[config.mk]
export PLATFORM = sky130hd
export DESIGN_NAME = audio_peak_rms_level_meter
export DESIGN_NICKNAME = d
export VERILOG_FILES = /design/src/sv/apm_pkg.sv /design/src/sv/audio_peak_rms_level_meter.sv
export SDC_FILE = /design/constraint.sdc
export NUM_CORES = 2
export LEC_CHECK = 0
export ABC_AREA = 1
export BUFFER_PORTS_ARGS = -buffer_cell sky130_fd_sc_hd__buf_2
export CAP_MARGIN = 5
export CORE_AREA = 2 2 678 343
export CTS_BUF_LIST = sky130_fd_sc_hd__clkbuf_8
export DETAILED_ROUTE_END_ITERATION = 10
export DIE_AREA = 0 0 680 345
export GPL_TIMING_DRIVEN = 1
export PLACE_DENSITY = 0.68
export RECOVER_POWER = 50
export SETUP_SLACK_MARGIN = 0.1
export SLEW_MARGIN = 20
export SYNTH_ARGS = -nofsm -noshare
export SYNTH_HDL_FRONTEND = slang
export SYNTH_SLANG_ARGS = --single-unit
[constraint.sdc]
create_clock -name i_clk -period 15.75 [get_ports i_clk]
set_clock_uncertainty 0.2 [all_clocks]
set_input_delay 4.725 -clock i_clk [delete_from_list [all_inputs] [get_ports i_clk]]
set_output_delay 4.725 -clock i_clk [all_outputs]
set_load 0.005 [all_outputs]
[src/sv/apm_pkg.sv]
package apm_pkg;

    // Channel and field geometry
    localparam int CHANNELS   = 8;
    localparam int CH_W       = 3;
    localparam int SAMPLE_W   = 24;
    localparam int LEVEL_W    = 24;
    localparam int SQR_W      = 2 * LEVEL_W;
    localparam int SUM_W      = 59;
    localparam int CNT_W      = 13;
    localparam int HOLD_W     = 23;
    localparam int MAXHOLD_W  = 22;
    localparam int ACT_W      = 4;
    localparam int DECAY_W    = 16;
    localparam int ROOT_REM_W = 26;

    // Block length limit and reset values of the settings
    localparam int MAX_BLOCK  = 4096;
    localparam logic [CNT_W-1:0]     MAX_BLOCK_CNT   = CNT_W'(MAX_BLOCK);
    localparam logic [MAXHOLD_W-1:0] MAX_HOLD_RESET  = MAXHOLD_W'(48000);
    localparam logic [ACT_W-1:0]     ACTIVE_CH_RESET = ACT_W'(2);

    // RMS decay of 0.9 in Q0.16
    localparam logic [DECAY_W-1:0] DECAY_Q16 = DECAY_W'(58982);

    // Serial unit step counts
    localparam int STEP_W     = 6;
    localparam int SQR_STEPS  = LEVEL_W;
    localparam int DIV_STEPS  = SUM_W;
    localparam int ROOT_STEPS = LEVEL_W;
    localparam logic [STEP_W-1:0] SQR_LAST  = STEP_W'(SQR_STEPS - 1);
    localparam logic [STEP_W-1:0] DIV_LAST  = STEP_W'(DIV_STEPS - 1);
    localparam logic [STEP_W-1:0] ROOT_LAST = STEP_W'(ROOT_STEPS - 1);

    // Configuration port
    localparam int CFG_IDX_W  = 2;
    localparam int CFG_DATA_W = MAXHOLD_W;
    localparam logic [CFG_IDX_W-1:0] REG_MAX_HOLD  = CFG_IDX_W'(0);
    localparam logic [CFG_IDX_W-1:0] REG_ACTIVE_CH = CFG_IDX_W'(1);

    // Sequencer states
    typedef enum logic [2:0] {
        S_IDLE,
        S_SQR,
        S_ACC,
        S_DIV,
        S_ROOT,
        S_UPD
    } t_state;

endpackage

[src/sv/audio_peak_rms_level_meter.sv]
// Multichannel peak-hold / RMS level meter. Each input transaction carries one
// signed Q1.23 sample for one channel; samples of channels at or above the
// active channel count are taken at once and dropped. A metered sample is
// squared by a bit-serial shift-add multiplier and added to the channel's
// sum; o_in_ready stays low at least until the sum is updated. A sample
// flagged block_end then runs a bit-serial restoring divider for the block
// mean and a two-bits-per-step square root, and a final step updates the
// meters and loads the report; that step waits while an earlier report is
// still held in the output register. One report leaves per block. Settings
// may be written only while the meter is idle; they never disturb the meter
// state.
module audio_peak_rms_level_meter (
    input  logic                                i_clk,
    input  logic                                i_rst_n,
    // sample channel
    input  logic                                i_in_valid,
    output logic                                o_in_ready,
    input  logic [apm_pkg::CH_W-1:0]            i_channel,
    input  logic signed [apm_pkg::SAMPLE_W-1:0] i_sample,
    input  logic                                i_block_end,
    // report channel
    output logic                                o_out_valid,
    input  logic                                i_out_ready,
    output logic [apm_pkg::CH_W-1:0]            o_report_channel,
    output logic [apm_pkg::LEVEL_W-1:0]         o_rms_level,
    output logic [apm_pkg::LEVEL_W-1:0]         o_held_peak,
    output logic [apm_pkg::LEVEL_W-1:0]         o_overall_peak,
    // configuration channel
    input  logic                                i_cfg_valid,
    output logic                                o_cfg_ready,
    input  logic [apm_pkg::CFG_IDX_W-1:0]       i_cfg_index,
    input  logic [apm_pkg::CFG_DATA_W-1:0]      i_cfg_data
);
    import apm_pkg::*;

    // Settings
    logic [MAXHOLD_W-1:0] r_max_hold;
    logic [ACT_W-1:0]     r_active_ch;

    // Per-channel state
    logic [LEVEL_W-1:0] r_block_peak [CHANNELS];
    logic [SUM_W-1:0]   r_square_sum [CHANNELS];
    logic [CNT_W-1:0]   r_block_cnt  [CHANNELS];
    logic [LEVEL_W-1:0] r_rms_meter  [CHANNELS];
    logic [LEVEL_W-1:0] r_peak_meter [CHANNELS];
    logic [LEVEL_W-1:0] r_overall    [CHANNELS];
    logic [HOLD_W-1:0]  r_hold_left  [CHANNELS];

    // Sequencer
    t_state r_state;
    t_state n_state;
    logic [STEP_W-1:0] r_cnt;

    // Working registers of the current transaction
    logic [CH_W-1:0]       r_ch;
    logic [LEVEL_W-1:0]    r_mag;
    logic                  r_last;
    logic [SQR_W-1:0]      r_mul_acc;
    logic [LEVEL_W-1:0]    r_cur;
    logic [CNT_W-1:0]      r_n;
    logic [LEVEL_W-1:0]    r_decay;
    logic [SUM_W-1:0]      r_div_num;
    logic [CNT_W-1:0]      r_div_rem;
    logic [SQR_W-1:0]      r_root_src;
    logic [ROOT_REM_W-1:0] r_root_rem;
    logic [LEVEL_W-1:0]    r_root;

    // Output register
    logic                  r_out_valid;
    logic [CH_W-1:0]       r_out_ch;
    logic [LEVEL_W-1:0]    r_out_rms;
    logic [LEVEL_W-1:0]    r_out_peak;
    logic [LEVEL_W-1:0]    r_out_overall;

    logic w_accept;
    logic w_active;
    logic w_out_free;
    logic [LEVEL_W-1:0] w_mag;

    // Magnitude of the incoming sample; the most negative code maps to 2^23
    assign w_mag    = i_sample[SAMPLE_W-1] ? ($unsigned(~i_sample) + LEVEL_W'(1))
                                           : $unsigned(i_sample);
    assign w_active = {1'b0, i_channel} < r_active_ch;
    assign w_accept = i_in_valid && o_in_ready;
    assign w_out_free = !r_out_valid || i_out_ready;

    // Serial square: shift-add, one multiplier bit per cycle
    logic [LEVEL_W:0] w_mul_sum;
    assign w_mul_sum = {1'b0, r_mul_acc[SQR_W-1:LEVEL_W]}
                     + {1'b0, (r_mul_acc[0] ? r_mag : '0)};

    // Accumulator update at the end of the square
    logic               w_cnt_ok;
    logic [SUM_W-1:0]   w_sum_new;
    logic [CNT_W-1:0]   w_cnt_new;
    logic [LEVEL_W-1:0] w_peak_new;
    assign w_cnt_ok   = r_block_cnt[r_ch] < MAX_BLOCK_CNT;
    assign w_sum_new  = w_cnt_ok ? (r_square_sum[r_ch] + {{(SUM_W-SQR_W){1'b0}}, r_mul_acc})
                                 : r_square_sum[r_ch];
    assign w_cnt_new  = w_cnt_ok ? (r_block_cnt[r_ch] + CNT_W'(1)) : r_block_cnt[r_ch];
    assign w_peak_new = (r_mag > r_block_peak[r_ch]) ? r_mag : r_block_peak[r_ch];

    // RMS decay product, registered before use
    logic [LEVEL_W+DECAY_W-1:0] w_decay_prod;
    assign w_decay_prod = {{DECAY_W{1'b0}}, r_rms_meter[r_ch]}
                        * {{LEVEL_W{1'b0}}, DECAY_Q16};

    // Restoring divider step: one quotient bit per cycle
    logic [CNT_W:0]   w_div_trial;
    logic             w_div_ge;
    logic [CNT_W:0]   w_div_diff;
    logic [SUM_W-1:0] w_div_num_nx;
    assign w_div_trial  = {r_div_rem, r_div_num[SUM_W-1]};
    assign w_div_ge     = w_div_trial >= {1'b0, r_n};
    assign w_div_diff   = w_div_trial - {1'b0, r_n};
    assign w_div_num_nx = {r_div_num[SUM_W-2:0], w_div_ge};

    // Square root step: two radicand bits per cycle, one root bit
    logic [ROOT_REM_W+1:0] w_root_t;
    logic [ROOT_REM_W+1:0] w_root_trial;
    logic                  w_root_ge;
    logic [ROOT_REM_W+1:0] w_root_diff;
    assign w_root_t     = {r_root_rem, r_root_src[SQR_W-1:SQR_W-2]};
    assign w_root_trial = {{(ROOT_REM_W-LEVEL_W){1'b0}}, r_root, 2'b01};
    assign w_root_ge    = w_root_t >= w_root_trial;
    assign w_root_diff  = w_root_t - w_root_trial;

    // Meter update at block end
    logic signed [HOLD_W:0] w_hold_diff;
    logic                   w_peak_take;
    logic [LEVEL_W-1:0]     w_rms_upd;
    logic [LEVEL_W-1:0]     w_peak_upd;
    logic [LEVEL_W-1:0]     w_overall_upd;
    logic [HOLD_W-1:0]      w_hold_upd;
    always_comb begin
        w_hold_diff   = $signed({r_hold_left[r_ch][HOLD_W-1], r_hold_left[r_ch]})
                      - $signed({{(HOLD_W+1-CNT_W){1'b0}}, r_n});
        w_peak_take   = r_cur >= r_peak_meter[r_ch];
        w_rms_upd     = (r_root >= r_rms_meter[r_ch]) ? r_root : r_decay;
        w_overall_upd = (r_cur > r_overall[r_ch]) ? r_cur : r_overall[r_ch];
        if (w_peak_take) begin
            w_peak_upd = r_cur;
            w_hold_upd = {1'b0, r_max_hold};
        end else if (w_hold_diff[HOLD_W]) begin
            // countdown ran out: saturate at -1 and follow the block peak
            w_peak_upd = r_cur;
            w_hold_upd = '1;
        end else begin
            w_peak_upd = r_peak_meter[r_ch];
            w_hold_upd = w_hold_diff[HOLD_W-1:0];
        end
    end

    // State register
    always_ff @(posedge i_clk) begin
        if (!i_rst_n) begin
            r_state <= S_IDLE;
        end else begin
            r_state <= n_state;
        end
    end

    // Next state and handshake outputs
    always_comb begin
        n_state    = r_state;
        o_in_ready = 1'b0;
        unique case (r_state)
            S_IDLE: begin
                o_in_ready = 1'b1;
                if (i_in_valid && w_active) begin
                    n_state = S_SQR;
                end
            end
            S_SQR: begin
                if (r_cnt == SQR_LAST) begin
                    n_state = S_ACC;
                end
            end
            S_ACC: begin
                n_state = r_last ? S_DIV : S_IDLE;
            end
            S_DIV: begin
                if (r_cnt == DIV_LAST) begin
                    n_state = S_ROOT;
                end
            end
            S_ROOT: begin
                if (r_cnt == ROOT_LAST) begin
                    n_state = S_UPD;
                end
            end
            S_UPD: begin
                if (w_out_free) begin
                    n_state = S_IDLE;
                end
            end
            default: begin
                n_state = S_IDLE;
            end
        endcase
    end

    // Settings, meter state and output valid
    always_ff @(posedge i_clk) begin
        if (!i_rst_n) begin
            r_max_hold  <= MAX_HOLD_RESET;
            r_active_ch <= ACTIVE_CH_RESET;
            r_out_valid <= 1'b0;
            for (int i = 0; i < CHANNELS; i++) begin
                r_block_peak[i] <= '0;
                r_square_sum[i] <= '0;
                r_block_cnt[i]  <= '0;
                r_rms_meter[i]  <= '0;
                r_peak_meter[i] <= '0;
                r_overall[i]    <= '0;
                r_hold_left[i]  <= '0;
            end
        end else begin
            // configuration write
            if (i_cfg_valid) begin
                unique case (i_cfg_index)
                    REG_MAX_HOLD:  r_max_hold  <= i_cfg_data;
                    REG_ACTIVE_CH: r_active_ch <= i_cfg_data[ACT_W-1:0];
                    default: ;
                endcase
            end

            // block accumulators: updated per metered sample, cleared at block end
            if (r_state == S_ACC) begin
                if (r_last) begin
                    r_block_peak[r_ch] <= '0;
                    r_square_sum[r_ch] <= '0;
                    r_block_cnt[r_ch]  <= '0;
                end else begin
                    r_block_peak[r_ch] <= w_peak_new;
                    r_square_sum[r_ch] <= w_sum_new;
                    r_block_cnt[r_ch]  <= w_cnt_new;
                end
            end

            // meters and report
            if (r_state == S_UPD && w_out_free) begin
                r_rms_meter[r_ch]  <= w_rms_upd;
                r_peak_meter[r_ch] <= w_peak_upd;
                r_overall[r_ch]    <= w_overall_upd;
                r_hold_left[r_ch]  <= w_hold_upd;
                r_out_valid        <= 1'b1;
            end else if (i_out_ready) begin
                r_out_valid <= 1'b0;
            end
        end
    end

    // Serial datapath and output payload
    always_ff @(posedge i_clk) begin
        case (r_state)
            S_IDLE: begin
                if (w_accept) begin
                    r_ch      <= i_channel;
                    r_mag     <= w_mag;
                    r_last    <= i_block_end;
                    r_mul_acc <= {{LEVEL_W{1'b0}}, w_mag};
                    r_cnt     <= '0;
                end
            end
            S_SQR: begin
                r_mul_acc <= {w_mul_sum, r_mul_acc[LEVEL_W-1:1]};
                r_cnt     <= r_cnt + STEP_W'(1);
            end
            S_ACC: begin
                r_cur     <= w_peak_new;
                r_n       <= w_cnt_new;
                r_div_num <= w_sum_new;
                r_div_rem <= '0;
                r_decay   <= w_decay_prod[LEVEL_W+DECAY_W-1:DECAY_W];
                r_cnt     <= '0;
            end
            S_DIV: begin
                r_div_num <= w_div_num_nx;
                r_div_rem <= w_div_ge ? w_div_diff[CNT_W-1:0] : w_div_trial[CNT_W-1:0];
                if (r_cnt == DIV_LAST) begin
                    // mean fits in 47 bits; hand it to the root unit
                    r_root_src <= w_div_num_nx[SQR_W-1:0];
                    r_root_rem <= '0;
                    r_root     <= '0;
                    r_cnt      <= '0;
                end else begin
                    r_cnt      <= r_cnt + STEP_W'(1);
                end
            end
            S_ROOT: begin
                r_root_src <= {r_root_src[SQR_W-3:0], 2'b00};
                r_root_rem <= w_root_ge ? w_root_diff[ROOT_REM_W-1:0]
                                        : w_root_t[ROOT_REM_W-1:0];
                r_root     <= {r_root[LEVEL_W-2:0], w_root_ge};
                r_cnt      <= r_cnt + STEP_W'(1);
            end
            S_UPD: begin
                if (w_out_free) begin
                    r_out_ch      <= r_ch;
                    r_out_rms     <= w_rms_upd;
                    r_out_peak    <= w_peak_upd;
                    r_out_overall <= w_overall_upd;
                end
            end
            default: ;
        endcase
    end

    assign o_cfg_ready      = 1'b1;
    assign o_out_valid      = r_out_valid;
    assign o_report_channel = r_out_ch;
    assign o_rms_level      = r_out_rms;
    assign o_held_peak      = r_out_peak;
    assign o_overall_peak   = r_out_overall;

`ifndef SYNTH
    // held peak never exceeds the overall peak of the same channel
    a_peak_order: assert property (@(posedge i_clk) disable iff (!i_rst_n)
        o_out_valid |-> (o_held_peak <= o_overall_peak))
        else $error("held peak above overall peak");

    // a metered sample blocks the input until its work is done
    a_busy_after_accept: assert property (@(posedge i_clk) disable iff (!i_rst_n)
        (i_in_valid && o_in_ready && w_active) |=> !o_in_ready)
        else $error("input ready right after a metered transaction");

    // divider remainder stays below the divisor
    a_div_rem: assert property (@(posedge i_clk) disable iff (!i_rst_n)
        (r_state == S_DIV) |-> (r_div_rem < r_n))
        else $error("divider remainder out of range");

    // a block end always carries at least one counted sample
    a_count_nonzero: assert property (@(posedge i_clk) disable iff (!i_rst_n)
        (r_state == S_DIV) |-> (r_n != '0))
        else $error("block end with zero sample count");

    // RMS report stays within full scale
    a_rms_range: assert property (@(posedge i_clk) disable iff (!i_rst_n)
        o_out_valid |-> (o_rms_level <= LEVEL_W'(24'h800000)))
        else $error("RMS level above full scale");
`endif

endmodule

==> results.json <==
{
  "met2_usage_pct": 34.84,
  "rows": 125,
  "final_cell_mix": "nor2_1 (2755), edfxtp_1 (1916), nand2_1 (1381)",
  "cp_max_fo": 58,
  "syn_area_um2": 102300,
  "avgSynthCellArea_um2": 9.572,
  "drc": 0,
  "finalSetupViolations": 0,
  "max-cap-violations": 39,
  "port_buffers": 133,
  "grt_use_total_pct": 28.05,
  "min_path_type": "reg2reg",
  "drt_wl_total_um": 338100,
  "cp_cell_sequence": "clkbuf_1, clkinv_1, nor3_1, clkbuf_1, nand2_1, nand2_4, clkbuf_1, buf_4",
  "cpMostUsedCell": "clkbuf_1",
  "relSlewSlack_pct": -210.3,
  "maxSlewViolCount": 1789,
  "crit_path_end_kind": "flop",
  "io_pins": 135,
  "start_util_pct": 44.54,
  "max_stage_delay_ps": 3260,
  "core-area_um2": 229600,
  "max_freq_mhz": 82.10,
  "wl_per_cell_um": 24.24,
  "fp.dieH_um": 345,
  "num_vias": 81479,
  "cts_resized": 0,
  "cts_buffers": 291,
  "worstPathRequired_ps": 16060,
  "path_clk_slew_ps": 70,
  "crit_type": "in2reg",
  "synth_top_area_share_pct": 56.26,
  "synth_cell_type_count": 54,
  "die-area_um2": 234600,
  "tightest_slew_ps": 4655,
  "grt_busiest_layer": "met1",
  "clock_latency_ps": 990,
  "ctsHoldBuffers": 0,
  "layout_commonest_cell": "nor2_1",
  "outcome": "finished, violations left",
  "ys_warn_count": 0,
  "worst_setup_path_start_kind": "primary input",
  "crit_slowest_cell": "clkbuf_1",
  "ant_nets": 0,
  "post_cts_buffers": 0,
  "rsz0062_at_grt": "false",
  "drt_first_iter_violations": 12645,
  "hold_violations": 0,
  "yosysTopAreaCell": "edfxtp_1",
  "dpl.hpwl_um": 220500,
  "yosysSeqAreaShare_pct": 56.90,
  "clockBufferDepth": 4,
  "grt_max_degree": 178,
  "drive_above_1_share_pct": 6.407,
  "period_share_pct": 77.34,
  "vias_per_cell": 5.842,
  "violations": "max-capacitance violations, max-slew violations",
  "grtUsageMet3_pct": 11.14,
  "cp.arrival_ps": 12490,
  "cts_tree": "yes",
  "synth_seq_cells": 1949,
  "synthTopCellsByArea": "edfxtp_1 (56%), nor2_1 (10%), nand2_1 (5.1%)",
  "area.growth.synth_to_final_pct": 8.083,
  "antenna_found_initial": 17,
  "drt_pass1_iterations": 9,
  "cts_root_buf": "clkbuf_8",
  "synth.net_count": 11249,
  "grt.met1_usage_pct": 44.55,
  "finalNetCount": 11239,
  "globalplace.congestion": 1.032,
  "clock_sinks": 1949,
  "tns_ps": 0,
  "grt_pass1_wl_um": 497000,
  "final.min_clock_period_ps": 12180,
  "synthCells": 10684,
  "grt_pass1_vias": 75598,
  "die_x_um": 680,
  "grt-ovfl-total": 0,
  "h-tree-depth": 5
}
## final cells by class
type / instances / area (um2)
Fill cell: 21200 / 119100
Inverter: 925 / 3501
Timing Repair Buffer: 256 / 1485
Clock buffer: 298 / 4101
Clock inverter: 216 / 1279
Tap cell: 3048 / 3814
Antenna cell: 5 / 12.51
Sequential cell: 1949 / 58200
Multi-Input combinational cell: 7251 / 38140
## critical path, delay by kind of cell
family,cells,cell delay (ps)
buffers and inverters,5,5680
and+or+nand+nor,3,1920
## metal layers
layer	up-vias	wire length, um
met5	-	501
met4	12	6962
met3	470	56070
met2	5692	124900
met1	39188	149600
li1	36117	-
## registers in the layout, summed over array words and instances (netlist names), 26 cells and up, named ones only
signal / count
r_rms_meter: 192
r_mul_acc: 48
r_div_num: 59
r_block_peak: 192
r_peak_meter: 192
r_hold_left: 184
r_square_sum: 472
r_overall: 192
r_root_src: 48
r_root_rem: 26
r_block_cnt: 104
## stage by stage
stage	hold WS, ps	instance area (um2)	instances	setup WS, ps	util, %
2_1_floorplan	221.4	102300	10684	6971	-
3_3_place_gp	239.4	105500	13429	7001	45.95
3_5_place_dp	247.0	105500	13429	6984	45.95
4_1_cts	262.8	110900	13943	7046	48.29
5_1_grt	286.6	110500	13944	3460	48.14
6_report	269.1	110500	13948	3569	48.14
## synthesized netlist by cell type (all sizes together)
master	n
a211oi	11
a21boi	10
a21o	18
a21oi	282
a221oi	2
a31oi	45
and2	4
and3	2
buf	195
clkbuf	364
clkinv	1
conb	1
dfxtp	33
edfxtp	1916
fa	143
ha	365
inv	924
nand2	1406
nand3	293
nand3b	7
nand4	37
nor2	2769
nor3	61
nor3b	2
nor4	6
nor4b	1
o2111ai	2
o211ai	6
o21a	61
o21ai	1219
o21bai	19
o221ai	54
o22ai	266
o311ai	1
or2	27
xnor2	50
xor2	81
## worst paths after layout
check	from	endpoint	slack, ps	cells after the start
min	r_max_hold[15]$_SDFFE_PN1P_	r_max_hold[15]$_SDFFE_PN1P_	270	2
max reg2reg	flop	r_square_sum[1][34]$_SDFFCE_PN0P_	4120	12
max	i_rst_n	r_peak_meter[3][14]$_SDFFCE_PN0P_	3570	8
min reg2reg	r_max_hold[15]$_SDFFE_PN1P_	r_max_hold[15]$_SDFFE_PN1P_	270	2
## logic make-up after synthesis
kind of cell	after synthesis	share of synthesized area (%)
flops	1949	56.90
simple gates	4615	17.75
other cells	1	0.003667
buf+inv	1484	5.912
xor+xnor	131	1.122
compound gates	1996	11.04
fa+ha+maj	508	7.265
Power is not shown: default switching activity piles up to over one toggle a cycle in this logic, so the estimate is an artifact.
